`src/utf8d_pkg.sv`:
```
// utf8 decoder shared types and constants
`timescale 1ns / 1ps
`default_nettype none

package utf8d_pkg;

   localparam int unsigned BYTE_W   = 8;
   localparam int unsigned UNIT_W   = 16;
   localparam int unsigned REM_W    = 3;
   localparam int unsigned PAYLOAD_W = 6;
   localparam logic [PAYLOAD_W-1:0] PAYLOAD_MASK = 6'd63;

   // decoder state carried from byte to byte
   typedef struct packed {
      logic [REM_W-1:0]  bytes_remaining;
      logic [UNIT_W-1:0] value_accumulator;
   } state_type;

   // one result beat
   typedef struct packed {
      logic              valid;
      logic [UNIT_W-1:0] code_unit;
      logic              incomplete;
      logic              end_of_text;
   } result_type;

endpackage

`default_nettype wire

```
`src/utf8d_step.sv`:
```
// per-byte decode: next state and optional result from one byte
`timescale 1ns / 1ps
`default_nettype none

module utf8d_step
   import utf8d_pkg::*;
(
   input  wire logic [BYTE_W-1:0] byte_in,
   input  wire logic              last_byte,
   input  wire state_type         state_cur,
   output state_type              state_nxt,
   output result_type             result
);

   logic [REM_W-1:0]  lead_len;
   logic [BYTE_W-1:0] lead_mask;
   logic [UNIT_W-1:0] acc_shift;
   logic [REM_W-1:0]  rem_dec;
   logic              done;
   logic [UNIT_W-1:0] value;
   state_type         upd;

   // length is 2 plus the run of ones from bit 5 down, capped at 6
   always_comb begin
      priority if (!byte_in[5]) begin
         lead_len = 3'd2;
      end else if (!byte_in[4]) begin
         lead_len = 3'd3;
      end else if (!byte_in[3]) begin
         lead_len = 3'd4;
      end else if (!byte_in[2]) begin
         lead_len = 3'd5;
      end else begin
         lead_len = 3'd6;
      end
   end

   // keep the low (7 - length) bits of the lead byte
   assign lead_mask = (BYTE_W'(1) << (3'd7 - lead_len)) - BYTE_W'(1);
   assign acc_shift = {state_cur.value_accumulator[UNIT_W-PAYLOAD_W-1:0],
                       byte_in[PAYLOAD_W-1:0] & PAYLOAD_MASK};
   assign rem_dec   = state_cur.bytes_remaining - 3'd1;

   always_comb begin
      done  = 1'b0;
      value = '0;
      upd   = state_cur;
      if (state_cur.bytes_remaining == '0) begin
         if (!byte_in[7]) begin
            value = {{(UNIT_W-BYTE_W){1'b0}}, byte_in};
            done  = 1'b1;
         end else begin
            upd.value_accumulator = {{(UNIT_W-BYTE_W){1'b0}}, byte_in & lead_mask};
            upd.bytes_remaining   = lead_len - 3'd1;
         end
      end else begin
         upd.value_accumulator = acc_shift;
         upd.bytes_remaining   = rem_dec;
         if (rem_dec == '0) begin
            value                 = acc_shift;
            done                  = 1'b1;
            upd.value_accumulator = '0;
         end
      end

      result.valid       = done | last_byte;
      result.code_unit   = done ? value : upd.value_accumulator;
      result.incomplete  = !done;
      result.end_of_text = last_byte;

      // final byte returns the decoder to its reset state
      if (last_byte) begin
         state_nxt = '0;
      end else begin
         state_nxt = upd;
      end
   end

endmodule

`default_nettype wire

```
`src/utf8_code_point_decoder_top.sv`:
```
// utf8 code point decoder top level: input register, decode, result register
// a byte passes from the input register through the decode into the result register once that is free or draining
// throughput: one byte per cycle while the result register is free or draining, set by the single-pass decode
// bytes that only open or extend a sequence give no result beat, unless they are the last byte of the text
// reset: synchronous, active high; clears valids and the decoder state
`timescale 1ns / 1ps
`default_nettype none

module utf8_code_point_decoder_top
   import utf8d_pkg::*;
(
   input  wire logic              clock,
   input  wire logic              reset,
   input  wire logic              req_tvalid,
   output logic                   req_tready,
   input  wire logic [7:0]        req_tdata,   // [7:0] byte_in
   input  wire logic              req_tlast,   // last_byte
   output logic                   rsp_tvalid,
   input  wire logic              rsp_tready,
   output logic [15:0]            rsp_tdata,   // [15:0] code_unit
   output logic                   rsp_tuser,   // [0] incomplete
   output logic                   rsp_tlast    // end_of_text
);

   logic              in_valid_ff, in_valid_in;
   logic [BYTE_W-1:0] in_byte_ff;
   logic              in_last_ff;
   state_type         state_ff, state_in;
   result_type        rsp_ff, rsp_in;
   result_type        step_res;
   logic              advance;

   // result register free or draining this cycle
   assign advance    = !rsp_ff.valid || rsp_tready;
   assign req_tready = !in_valid_ff || advance;

   utf8d_step u_step (
      .byte_in   (in_byte_ff),
      .last_byte (in_last_ff),
      .state_cur (state_ff),
      .state_nxt (state_in),
      .result    (step_res)
   );

   always_comb begin
      in_valid_in = in_valid_ff;
      rsp_in      = rsp_ff;
      if (advance) begin
         in_valid_in  = 1'b0;
         rsp_in.valid = 1'b0;
         if (in_valid_ff) begin
            rsp_in = step_res;
         end
      end
      if (req_tvalid && req_tready) begin
         in_valid_in = 1'b1;
      end
   end

   always_ff @(posedge clock) begin
      if (reset) begin
         in_valid_ff  <= 1'b0;
         rsp_ff.valid <= 1'b0;
         state_ff     <= '0;
      end else begin
         in_valid_ff  <= in_valid_in;
         rsp_ff.valid <= rsp_in.valid;
         if (advance && in_valid_ff) begin
            state_ff <= state_in;
         end
      end
      // payload registers
      if (req_tvalid && req_tready) begin
         in_byte_ff <= req_tdata;
         in_last_ff <= req_tlast;
      end
      rsp_ff.code_unit   <= rsp_in.code_unit;
      rsp_ff.incomplete  <= rsp_in.incomplete;
      rsp_ff.end_of_text <= rsp_in.end_of_text;
   end

   assign rsp_tvalid = rsp_ff.valid;
   assign rsp_tdata  = rsp_ff.code_unit;
   assign rsp_tuser  = rsp_ff.incomplete;
   assign rsp_tlast  = rsp_ff.end_of_text;

endmodule

`default_nettype wire

```
`config.mk`:
```
export PLATFORM = sky130hd
export DESIGN_NAME = utf8_code_point_decoder_top
export DESIGN_NICKNAME = d
export VERILOG_FILES = /design/src/utf8d_pkg.sv /design/src/utf8d_step.sv /design/src/utf8_code_point_decoder_top.sv
export SDC_FILE = /design/constraint.sdc
export NUM_CORES = 1
export LEC_CHECK = 0
export ABC_AREA = 1
export BUFFER_PORTS_ARGS = -buffer_cell sky130_fd_sc_hd__buf_2
export CORE_MARGIN = 3
export CORE_UTILIZATION = 55
export DETAILED_ROUTE_END_ITERATION = 7
export PLACE_DENSITY = 0.88
export SLEW_MARGIN = 20
export SYNTH_ARGS = -nofsm -noshare
export SYNTH_HDL_FRONTEND = slang
export SYNTH_SLANG_ARGS = --single-unit
```
`constraint.sdc`:
```
create_clock -name clock -period 1.95 [get_ports clock]
set_input_delay 0.39 -clock clock [delete_from_list [all_inputs] [get_ports clock]]
set_output_delay 0.39 -clock clock [all_outputs]
set_load 0.005 [all_outputs]
```
==> summary.md <==
| Metric | Value |
|---|---|
| Status | completed |
| WL final | 3700 um |
| Final setup margin | 276 ps |
| Sw Share | 0.229 |
| Post-Synth XOR/XNOR Area | 0 |
| Reg clk slew, reported paths | 120 ps |
| H-tree depth | 2 |
| Data required, critical path | 2050 ps |
| Cell variety after synth | 25 |
| Synth warn | 0 |
| CP Class | reg2reg |
| Synth area leaders | edfxtp_1 (41%), dfxtp_1 (15%), nand2_1 (12%) |
| Max VDD drop | 0.000654 V |
| Clk pwr share | 0.314 |
| Gate Count Post-Synth | 224 |
| Post-DRT Antenna Nets | 0 |
| DRC | 0 |
| Async SR Flop Fraction | 0 |
| Total Neg Setup Slack | 0 ps |
| Via count | 1542 |
| Post-layout util | 0.664 |
| Post-synth EDFFs | 27 |
| Clock Path Buffers | 2 |
| FF+latch count, synth | 42 |
| Fin crit period | 1670 ps |
| Die Span Y | 65.8 um |
| Sw Pwr | 0.387 mW |
| Post-Synth Adder-Cell Area | 0.0318 |
| Clk_skew | 11.4 ps |
| Synth Flop Type | edfxtp_1 |
| Total Power Consumption | 1.69 mW |
| Postcts setup bufs | 0 |
| Unrepaired setup endpoints after global routing | false |
| Average wire per standard cell | 12.1 um |
| Synth area leader | edfxtp_1 |
| Hold violation total from the final report | 0 |
| Synthesized area | 1970 um^2 |
| CP Max Fanout | 12 |
| DIE AREA | 4330 um^2 |
| Fin crit share | 0.858 |
| Core area | 3390 um^2 |
| Cts repair resizes | 0 |
| Largest family of logic cells by synthesized area | simple AND/OR/NAND/NOR gates |
| Remaining Overflow, GRT | 0 |
| Post-place setup slack | 301 ps |
| Seq/Total Area, Yosys | 0.565 |
| GP Congestion | 0.953 |
| Vias in the first global route | 1358 |
| First-pass GRT wire length | 6180 um |
| IO Port Bufs | 32 |
| Worst min-delay path class | in2reg |
| Synth top area share | 0.412 |
| Die Wd | 65.8 um |
| Fmax | 0.597 GHz |
| IO Count | 33 |
| Mux cell area share after synthesis | 0 |
| Diodes inserted | 0 |
| Hold-fix buffers, CTS | 0 |
| Initial antenna violation count | 0 |
| TritonCTS clock tree | built |
| Slew Viols, Final | 0 |
| Layout cells sized above 1 | 0.231 |
| Logic pwr share | 0.095 |
| Nets | 277 |
| Mean post-synth cell area | 8.79 um^2 |
| Synth Area in Compound Gates | 0.0820 |
| DR iter-0 viols | 100 |
| Worst Setup Start Kind | register |
| Post-route insts no fill | 306 |
| Final setup viols | 0 |
| Root buf cell | clkbuf_4 |
| Reg power frac | 0.592 |
| Clk sinks | 42 |
| Row Count | 21 |
| # fillers | 290 |
| Skew-Pair Late Insertion Delay | 350 ps |
| Dpl hpwl | 2690 um |
| Max-Cap Viols | 0 |
| DRT Pass-1 Iters | 4 |
| GRT Total Usage | 0.193 |
| Vias/cell | 5.04 |
| Cell count after placement | 298 |
| PwrDens | 751 nW/um^2 |
| CP endpoint kind | register |
| Arrival time worst endpoint | 1780 ps |
| LEAKAGE | 0.926 nW |
| Initial Util | 0.581 |
| Total nets after synthesis | 242 |
| Post-synthesis simple-gate area fraction | 0.240 |
| Layout Area Growth over Synthesis | 14.4% |
| Internal | 1.31 mW |
| CTS Buf Count | 5 |
| Largest net degree at the start of global routing | 16 |
[placed cells by master (no fill, tap or decap), types with 6 or more instances in the layout]
cell type  netlist  layout
nand2_1         64      64
nand3_1         13      13
nor2_1          17      17
dfxtp_1         15      15
a21oi_1         16      16
edfxtp_1        27      27
buf_2            3      32
o21ai_0          6       6
inv_1           25      25
[per-stage QoR]
stage,area (um^2),hold WS (ps)
CTS,2250,200
finish,2250,201
global route,2250,190
floorplan,1970,439
global placement,2170,452
detailed placement,2170,456
[worst max-delay path, cell delays in order (launching register included)]
cell and delay, ps:
dfxtp_1 340, inv_1 100, ha_1 250, inv_2 60, nor2_4 250, nand2_1 140, nand2_2 190, o21ai_1 100
[power groups by stage]
stage	clock [mW]	sequential (mW)	combinational, mW
finish	0.531	1.00	0.161
global route	0.580	1.00	0.181
CTS	0.541	1.00	0.160
detailed placement	0	1.02	0.159
global placement	0	1.02	0.158
floorplan	0	1.02	0.101
[registers in the layout (all words and copies together), names as in the netlist]
signal / flops
rsp_tlast: 1
in_valid_ff: 1
rsp_tvalid: 1
state_ff: 13
rsp_tdata: 16
in_last_ff: 1
in_byte_ff: 8
rsp_tuser: 1
[logic make-up (layout without fill, tap and decap cells)]
group | count (synthesis) | after routing
AND/OR/NAND/NOR | 106 | 106
flip-flops | 42 | 42
buffers and inverters | 39 | 75
AO/OA/AOI/OAI | 31 | 31
adder cells (fa/ha/maj) | 5 | 5
other | 1 | 1
[synth_stat cells, types with 3 or more instances]
cell type  number
o21ai_1         4
nor2_1         17
nand2_2         5
inv_2           5
nand3_1        13
nand2_1        64
edfxtp_1       27
o21ai_0         6
a31oi_1         3
buf_2           3
ha_1            5
clkbuf_1        3
dfxtp_1        15
a21oi_1        16
inv_1          25
[layer usage]
metal,vias to the layer above,global-route usage,part of all wire
li1,793,-,-
met1,674,0.263,0.45
met2,66,0.304,0.45
met3,9,0.0510,0.088
met4,0,0.0492,0.017
met5,-,0,0
[final cells by class]
| class | count | area [um^2] | share of cell area |
|---|---|---|---|
| Multi-Input combinational cell | 143 | 699 | 0.311 |
| Clock inverter | 3 | 40.0 | 0.0178 |
| Inverter | 31 | 116 | 0.0517 |
| Clock buffer | 5 | 37.5 | 0.0167 |
| Timing Repair Buffer | 36 | 190 | 0.0844 |
| Tap cell | 46 | 57.6 | 0.0256 |
| Sequential cell | 42 | 1110 | 0.493 |
[final timing paths]
check                     from       endpoint  slack (ps)  cells after the start
hold / removal    req_tdata[7]  in_byte_ff[7]         200                      1
setup reg to reg  state_ff[16]   rsp_tdata[3]         280                      7
hold reg to reg    state_ff[5]    state_ff[5]         470                      2
setup / recovery  state_ff[16]   rsp_tdata[3]         280                      7
No activity file was read; power rests on OpenSTA's default activity.
